<file path="config.mk">
export PLATFORM = sky130hd
export DESIGN_NAME = base64_stream_encoder
export DESIGN_NICKNAME = d
export VERILOG_FILES = /design/src/sv/b64_pkg.sv /design/src/sv/base64_stream_encoder.sv /design/src/sv/b64_front.sv /design/src/sv/b64_queue.sv /design/src/sv/b64_back.sv
export SDC_FILE = /design/constraint.sdc
export NUM_CORES = 1
export LEC_CHECK = 0
export BUFFER_PORTS_ARGS = -buffer_cell sky130_fd_sc_hd__buf_2
export CORE_ASPECT_RATIO = 2
export CORE_UTILIZATION = 59
export CTS_CLUSTER_SIZE = 14
export DETAILED_ROUTE_END_ITERATION = 8
export HOLD_SLACK_MARGIN = 0.15
export MAX_ROUTING_LAYER = met4
export PLACE_DENSITY_LB_ADDON = 0.3
export SYNTH_ARGS = -nofsm -noshare
export SYNTH_HDL_FRONTEND = slang
export SYNTH_SLANG_ARGS = --single-unit
</file>
<file path="constraint.sdc">
create_clock -name clock -period 3.9 [get_ports clock]
set_input_delay 0.39 -clock clock [delete_from_list [all_inputs] [get_ports clock]]
set_output_delay 0.39 -clock clock [all_outputs]
set_load 0.02 [all_outputs]
</file>
<file path="src/sv/b64_pkg.sv">
`timescale 1ns / 1ps
// Shared types, constants and the sextet-to-ASCII mapping for the Base64 encoder.
// No dependencies.
package b64_pkg;

   // ASCII anchors of the Base64 alphabet
   localparam logic [6:0] CHAR_UPPER_A = 7'd65;
   localparam logic [6:0] CHAR_LOWER_A = 7'd97;
   localparam logic [6:0] CHAR_DIGIT_0 = 7'd48;
   localparam logic [6:0] CHAR_PLUS    = 7'h2B;
   localparam logic [6:0] CHAR_SLASH   = 7'h2F;
   localparam logic [6:0] CHAR_PAD     = 7'h3D;

   // Job queue between front and back
   localparam int QUEUE_DEPTH = 2;
   localparam int QPTR_W      = $clog2(QUEUE_DEPTH);
   localparam int QLVL_W      = $clog2(QUEUE_DEPTH + 1);

   // Byte position within a three-byte group
   typedef enum logic [1:0] {
      PH_FIRST  = 2'd0,
      PH_SECOND = 2'd1,
      PH_THIRD  = 2'd2
   } phase_type;

   // One classified input byte: two sextets, then pads up to the count
   typedef struct packed {
      logic [5:0] sextet0;
      logic [5:0] sextet1;
      logic [1:0] count_m1;  // characters in the job minus one
      logic       final_msg; // job closes the message
   } job_type;

   // Queue handshake between front and back
   typedef struct packed {
      logic    push;
      job_type job;
   } push_type;

   typedef struct packed {
      logic    empty;
      logic    full;
      job_type head;
   } queue_stat_type;

   function automatic logic [6:0] sextet_to_char(input logic [5:0] v);
      logic [6:0] v7;
      v7 = {1'b0, v};
      if (v < 6'd26)      return 7'(CHAR_UPPER_A + v7);
      else if (v < 6'd52) return 7'(CHAR_LOWER_A + v7 - 7'd26);
      else if (v < 6'd62) return 7'(CHAR_DIGIT_0 + v7 - 7'd52);
      else if (v == 6'd62) return CHAR_PLUS;
      else                return CHAR_SLASH;
   endfunction

endpackage

</file>
<file path="src/sv/base64_stream_encoder.sv">
`timescale 1ns / 1ps
// Base64 stream encoder: one byte in per item, one ASCII character out per item.
// The first character of a byte passes through the job queue and then the output register
// before it is valid on the result port. Throughput: one character per cycle on the result
// port while the receiver is ready; a byte yields 1 or 2 characters, up to 4 for a final byte;
// the two-entry job queue takes a byte every cycle until it fills, then input follows
// the characters, three bytes per four characters in a long message.
// Reset: synchronous, clears phase, carry, queue and output valid.
module base64_stream_encoder import b64_pkg::*; (
   input  logic       clock,
   input  logic       reset,
   input  logic       req_tvalid,
   output logic       req_tready,
   input  logic [7:0] req_tdata,   // [7:0] data_byte
   input  logic       req_tlast,   // final_byte
   output logic       rsp_tvalid,
   input  logic       rsp_tready,
   output logic [7:0] rsp_tdata,   // [6:0] code_char, [7] zero
   output logic       rsp_tlast    // last_char
);

   push_type            q_push;
   queue_stat_type      q_stat;
   logic                pop;
   logic [QLVL_W-1:0]   level;
   phase_type           phase;

   b64_front u_front (
      .clock      (clock),
      .reset      (reset),
      .req_tvalid (req_tvalid),
      .req_tready (req_tready),
      .req_tdata  (req_tdata),
      .req_tlast  (req_tlast),
      .q_full     (q_stat.full),
      .q_push     (q_push),
      .phase      (phase)
   );

   b64_queue u_queue (
      .clock  (clock),
      .reset  (reset),
      .q_push (q_push),
      .pop    (pop),
      .q_stat (q_stat),
      .level  (level)
   );

   b64_back u_back (
      .clock      (clock),
      .reset      (reset),
      .q_stat     (q_stat),
      .pop        (pop),
      .rsp_tvalid (rsp_tvalid),
      .rsp_tready (rsp_tready),
      .rsp_tdata  (rsp_tdata),
      .rsp_tlast  (rsp_tlast)
   );

   // A final byte always returns the group to its first position
   assert property (@(posedge clock) disable iff (reset)
      (req_tvalid && req_tready && req_tlast) |=> (phase == PH_FIRST))
      else $error("phase not cleared after final byte");

   // Queue never overfills
   assert property (@(posedge clock) disable iff (reset)
      level <= QLVL_W'(QUEUE_DEPTH))
      else $error("job queue level out of range");

   // A pad character that is not the message's closing character is followed by another pad
   assert property (@(posedge clock) disable iff (reset)
      (rsp_tvalid && rsp_tready && rsp_tdata[6:0] == CHAR_PAD && !rsp_tlast)
      |=> (rsp_tvalid && rsp_tdata[6:0] == CHAR_PAD))
      else $error("pad character not followed by pad");

   // Input is refused only while the queue is full
   assert property (@(posedge clock) disable iff (reset)
      !req_tready |-> (level == QLVL_W'(QUEUE_DEPTH)))
      else $error("input stalled with room in queue");

endmodule

</file>
<file path="src/sv/b64_front.sv">
`timescale 1ns / 1ps
// Front end: accepts bytes, tracks group phase and carry bits, builds one job per byte.
// Depends on b64_pkg.
module b64_front import b64_pkg::*; (
   input  logic           clock,
   input  logic           reset,
   input  logic           req_tvalid,
   output logic           req_tready,
   input  logic [7:0]     req_tdata,   // [7:0] data_byte
   input  logic           req_tlast,   // final_byte
   input  logic           q_full,
   output push_type       q_push,
   output phase_type      phase
);

   phase_type  phase_ff, phase_in;
   logic [3:0] carry_ff, carry_in;
   logic       accept;
   job_type    job;

   assign req_tready = !q_full;
   assign accept     = req_tvalid && req_tready;
   assign phase      = phase_ff;

   // Advance the group phase on each accepted item; a final byte closes the group
   always_comb begin
      phase_in = phase_ff;
      carry_in = carry_ff;
      if (accept) begin
         if (req_tlast) begin
            phase_in = PH_FIRST;
            carry_in = 4'd0;
         end else begin
            case (phase_ff)
               PH_SECOND: begin
                  phase_in = PH_THIRD;
                  carry_in = req_tdata[3:0];
               end
               PH_THIRD: begin
                  phase_in = PH_FIRST;
                  carry_in = 4'd0;
               end
               default: begin
                  phase_in = PH_SECOND;
                  carry_in = {2'b00, req_tdata[1:0]};
               end
            endcase
         end
      end
   end

   // Split the byte into sextets and set the character count
   always_comb begin
      job.final_msg = req_tlast;
      case (phase_ff)
         PH_SECOND: begin
            job.sextet0  = {carry_ff[1:0], req_tdata[7:4]};
            job.sextet1  = {req_tdata[3:0], 2'b00};
            job.count_m1 = req_tlast ? 2'd2 : 2'd0;
         end
         PH_THIRD: begin
            job.sextet0  = {carry_ff, req_tdata[7:6]};
            job.sextet1  = req_tdata[5:0];
            job.count_m1 = 2'd1;
         end
         default: begin
            job.sextet0  = req_tdata[7:2];
            job.sextet1  = {req_tdata[1:0], 4'b0000};
            job.count_m1 = req_tlast ? 2'd3 : 2'd0;
         end
      endcase
   end

   assign q_push.push = accept;
   assign q_push.job  = job;

   always_ff @(posedge clock) begin
      if (reset) begin
         phase_ff <= PH_FIRST;
         carry_ff <= 4'd0;
      end else begin
         phase_ff <= phase_in;
         carry_ff <= carry_in;
      end
   end

endmodule

</file>
<file path="src/sv/b64_queue.sv">
`timescale 1ns / 1ps
// Two-entry job queue that decouples the front end from the character emitter.
// Depends on b64_pkg.
module b64_queue import b64_pkg::*; (
   input  logic                clock,
   input  logic                reset,
   input  push_type            q_push,
   input  logic                pop,
   output queue_stat_type      q_stat,
   output logic [QLVL_W-1:0]   level
);

   job_type             mem [QUEUE_DEPTH];
   logic [QPTR_W-1:0]   wr_ptr_ff, wr_ptr_in;
   logic [QPTR_W-1:0]   rd_ptr_ff, rd_ptr_in;
   logic [QLVL_W-1:0]   level_ff, level_in;
   logic                do_push, do_pop;

   assign do_push = q_push.push && (level_ff != QLVL_W'(QUEUE_DEPTH));
   assign do_pop  = pop && (level_ff != '0);

   // Advance pointers and fill level
   always_comb begin
      wr_ptr_in = wr_ptr_ff;
      rd_ptr_in = rd_ptr_ff;
      level_in  = level_ff;
      if (do_push) begin
         wr_ptr_in = (wr_ptr_ff == QPTR_W'(QUEUE_DEPTH - 1)) ? '0 : QPTR_W'(wr_ptr_ff + 1'b1);
      end
      if (do_pop) begin
         rd_ptr_in = (rd_ptr_ff == QPTR_W'(QUEUE_DEPTH - 1)) ? '0 : QPTR_W'(rd_ptr_ff + 1'b1);
      end
      if (do_push && !do_pop) begin
         level_in = QLVL_W'(level_ff + 1'b1);
      end else if (do_pop && !do_push) begin
         level_in = QLVL_W'(level_ff - 1'b1);
      end
   end

   always_ff @(posedge clock) begin
      if (reset) begin
         wr_ptr_ff <= '0;
         rd_ptr_ff <= '0;
         level_ff  <= '0;
      end else begin
         wr_ptr_ff <= wr_ptr_in;
         rd_ptr_ff <= rd_ptr_in;
         level_ff  <= level_in;
      end
   end

   // Store the pushed job
   always_ff @(posedge clock) begin
      if (do_push) begin
         mem[wr_ptr_ff] <= q_push.job;
      end
   end

   assign q_stat.empty = (level_ff == '0);
   assign q_stat.full  = (level_ff == QLVL_W'(QUEUE_DEPTH));
   assign q_stat.head  = mem[rd_ptr_ff];
   assign level        = level_ff;

endmodule

</file>
<file path="src/sv/b64_back.sv">
`timescale 1ns / 1ps
// Back end: walks the head job one character per cycle, while the output is not stalled, into the output register.
// Depends on b64_pkg.
module b64_back import b64_pkg::*; (
   input  logic            clock,
   input  logic            reset,
   input  queue_stat_type  q_stat,
   output logic            pop,
   output logic            rsp_tvalid,
   input  logic            rsp_tready,
   output logic [7:0]      rsp_tdata,   // [6:0] code_char, [7] zero
   output logic            rsp_tlast    // last_char
);

   logic [1:0] idx_ff, idx_in;
   logic       valid_ff, valid_in;
   logic [6:0] char_ff, char_in;
   logic       last_ff, last_in;
   logic       load, job_done;

   // Load a new character when the output register is free or being drained
   assign load     = !q_stat.empty && (!valid_ff || rsp_tready);
   assign job_done = (idx_ff == q_stat.head.count_m1);
   assign pop      = load && job_done;

   // Select the character at the current index
   always_comb begin
      case (idx_ff)
         2'd0:    char_in = sextet_to_char(q_stat.head.sextet0);
         2'd1:    char_in = sextet_to_char(q_stat.head.sextet1);
         default: char_in = CHAR_PAD;
      endcase
      last_in = q_stat.head.final_msg && job_done;
   end

   // Step the index, hold the output while stalled
   always_comb begin
      idx_in   = idx_ff;
      valid_in = valid_ff;
      if (load) begin
         idx_in   = job_done ? 2'd0 : 2'(idx_ff + 1'b1);
         valid_in = 1'b1;
      end else if (rsp_tready) begin
         valid_in = 1'b0;
      end
   end

   always_ff @(posedge clock) begin
      if (reset) begin
         idx_ff   <= 2'd0;
         valid_ff <= 1'b0;
      end else begin
         idx_ff   <= idx_in;
         valid_ff <= valid_in;
      end
   end

   always_ff @(posedge clock) begin
      if (load) begin
         char_ff <= char_in;
         last_ff <= last_in;
      end
   end

   assign rsp_tvalid = valid_ff;
   assign rsp_tdata  = {1'b0, char_ff};
   assign rsp_tlast  = last_ff;

endmodule

</file>
==> results.toml <==
[worst_setup_path]
path_class = "register to register"
end_kind = "register"
crit_fanout = 15
cpPeakStageDelay_ns = 0.74
path_cells = "mux2i_2 > inv_1 > ha_1 > a211oi_4 > a21oi_2 > nor2_2 > a21o_1 > o22ai_1 > a211o_1"
worstSetupStartpointType = "register"
slowest_stage = "dfxtp_1"
cp.required_ns = 3.95
critical_path_arrival_ns = 3.15

[power]
vdd_ir_drop_max_v = 0.000526
p_clk_share_pct = 15.5
p_switching_uw = 994
p_comb_share_pct = 49.8
p_seq_share_pct = 34.7
internal_power_uw = 1450
p_leak_uw = 0.00129
sw_frac_of_total_pct = 40.7
powerDensity_nw_per_um2 = 716

[global_routing]
first_global_vias = 2317
grt_pass1_wl_um = 10200
grt_max_degree = 23
grt_usage_pct = 25.1
grt_overflow = 0
antenna_found_initial = 0

[die]
dieWidth_um = 54.0
die_h_um = 106
row_count = 37
die-area_um2 = 5720
coreArea_um2 = 5180
start_util_pct = 61.5
ios = 24

[sta]
setup_viol = 0
rsz0062_at_grt = "no"
tns_ns = 0
slew_headroom_pct = 21.1
finClkSkew_ns = 0.00672
final_hold_viol_count = 0
slew_viol_final = 0
min_period_ns = 3.10
finalCritPeriodShare_pct = 79.5
max_freq_mhz = 323
tightest_slew_ns = 1.18

[clock_network]
clk_path_buf_depth = 2
worstSkewPairLatency_ns = 0.30
cts_max_level = 2
clock-root-buffer = "clkbuf_8"
numCtsBuffers = 5
ctsResizeCount = 0
path_clk_slew_ns = 0.10
cts_setup_buffers = 0
clock_sinks = 52
tritoncts = "yes"
ctsHoldBuffers = 0

[yosys]
syn_nets = 343
synth.distinct_cells = 64
synth_edf_count = 38
syn_avg_cell_area_um2 = 10.2
synthCells = 312
ys_seq_area_share_pct = 44.6
netlist_area_um2 = 3190
synth_ff_type = "edfxtp_1"
ys_ff_latch = 52
synthArstFlopShare_pct = 0
yosysWarnings = 0

[final_layout]
stdcell_count = 389
mostFrequentLayoutCells = "edfxtp_1, nand2_1, nor2_1, buf_2, ha_1"
num_antenna_cells = 0
area_growth_syn_to_layout_pct = 7.02
fillerInstances = 439
nNetsFinal = 361
final_common_cell = "edfxtp_1"
drive_gt1_share_pct = 15.1
postLayoutCoreUtil_pct = 65.8

[placed_design]
dp_hpwl_um = 4950
port_buffers = 22
dp_cells = 381
place.gp.congestion = 0.902

[drt]
routedWlPerCell_um = 16.5
detail-route-antenna-nets = 0
dr.first_iter.drc_count = 84
vias = 2399
drcViolationCount = 0
firstDrtPassIters = 4
drt_wl_total_um = 6400
vias_per_cell = 6.17

[hold_path]
hp-class = "input pin to register"

[run_status]
run_status = "complete, no violations"

[job]
drv_cap = 0
critical path, delay by kind of cell, from the launching register on:
kind                       cells  cell delay (ns)
AOI/OAI and AO/OA              5             0.92
DFF                            1             0.74
adders and majority gates      1             0.34
and+or+nand+nor                1             0.25
muxes                          1             0.46
buffers and inverters          1             0.14
flip-flops by register name (all words and copies together) (netlist names), named ones only:
signal             flops
u_back.char_ff         7
u_back.idx_ff          2
u_back.rsp_tlast       1
u_back.rsp_tvalid      1
u_front.carry_ff       4
u_front.phase          2
u_queue.level          2
u_queue.mem           30
u_queue.rd_ptr_ff      1
u_queue.wr_ptr_ff      1
logic make-up after synthesis:
family,after synthesis,share of synthesized area (%)
muxes,17,6.63
AOI/OAI and AO/OA,88,18.9
and+or+nand+nor,95,14.9
adders and majority gates,18,7.06
DFF,52,44.6
other,1,0.118
buffers and inverters,32,5.37
xor gates and xnor gates,9,2.47
per-layer routing:
| layer | up-vias | routed length, um | track usage (%) |
|---|---|---|---|
| li1 | 1188 | - | - |
| met1 | 1120 | 2320 | 23.5 |
| met2 | 68 | 3590 | 45.3 |
| met3 | 23 | 188 | 3.58 |
| met4 | 0 | 296 | 13.7 |
| met5 | - | 0 | - |
synthesized netlist by cell type, types with 2 or more instances:
library cell / instances / area [um2]
edfxtp_1: 38 / 1140
nand2_1: 25 / 93.8
nor2_1: 24 / 90.1
ha_1: 18 / 225
a21oi_1: 16 / 80.1
o21ai_0: 16 / 80.1
a22oi_1: 15 / 113
inv_1: 15 / 56.3
dfxtp_1: 14 / 280
mux2i_1: 8 / 80.1
nand3_1: 8 / 40.0
nor3_1: 8 / 40.0
o21ai_1: 7 / 35.0
clkbuf_1: 6 / 22.5
nor2b_1: 6 / 37.5
xnor2_1: 5 / 43.8
xor2_1: 4 / 35.0
a21o_1: 3 / 22.5
a21oi_2: 3 / 26.3
a31oi_1: 3 / 18.8
and2_1: 3 / 18.8
buf_2: 3 / 15.0
inv_2: 3 / 11.3
mux2i_2: 3 / 41.3
nand2b_1: 3 / 18.8
nand4_1: 3 / 18.8
nor4_1: 3 / 18.8
o22ai_1: 3 / 18.8
a211oi_1: 2 / 15.0
buf_12: 2 / 40.0
buf_4: 2 / 15.0
mux2_1: 2 / 22.5
mux2_2: 2 / 22.5
mux2i_4: 2 / 45.0
nand3b_1: 2 / 15.0
nor3b_1: 2 / 15.0
o2111ai_1: 2 / 17.5
o221ai_1: 2 / 17.5
power by group through the flow:
stage          Sequential [uW]  Clock, uW  Combinational [uW]
3_5_place_dp               861          0                1200
6_report                   849        379                1220
5_1_grt                    869        403                1330
3_3_place_gp               856          0                1180
2_1_floorplan              892          0                 938
4_1_cts                    849        387                1210
cell type report:
class	instances	area, um2	share of cell area, %
tap	58	72.6	2.13
timing repair buffer	25	133	3.89
multi-input combinational	228	1600	46.8
sequential	52	1420	41.6
inverter	18	67.6	1.98
clock buffer	8	123	3.59
worst paths after layout:
check / cells past startpoint / from / end / slack, ns
hold / removal: 1 / req_tlast / u_queue.mem[0][0] / 0.36
setup / recovery: 9 / register / u_back.char_ff[2] / 0.80
setup reg to reg: 9 / register / u_back.char_ff[2] / 0.80
hold reg to reg: 2 / u_back.idx_ff[1] / u_back.idx_ff[1] / 0.49
per-stage QoR:
stage	power [uW]	instance area, um2	hold slack, ns	worst slack [ns]
after floorplan	1830	3190	0.451	1.16
after global placement	2030	3290	0.474	0.949
after detailed placement	2060	3290	0.483	0.856
after CTS	2440	3410	0.355	0.841
after global routing	2600	3410	0.370	0.662
final	2440	3410	0.363	0.799
Note: power is estimated with default switching activity, not from simulation.
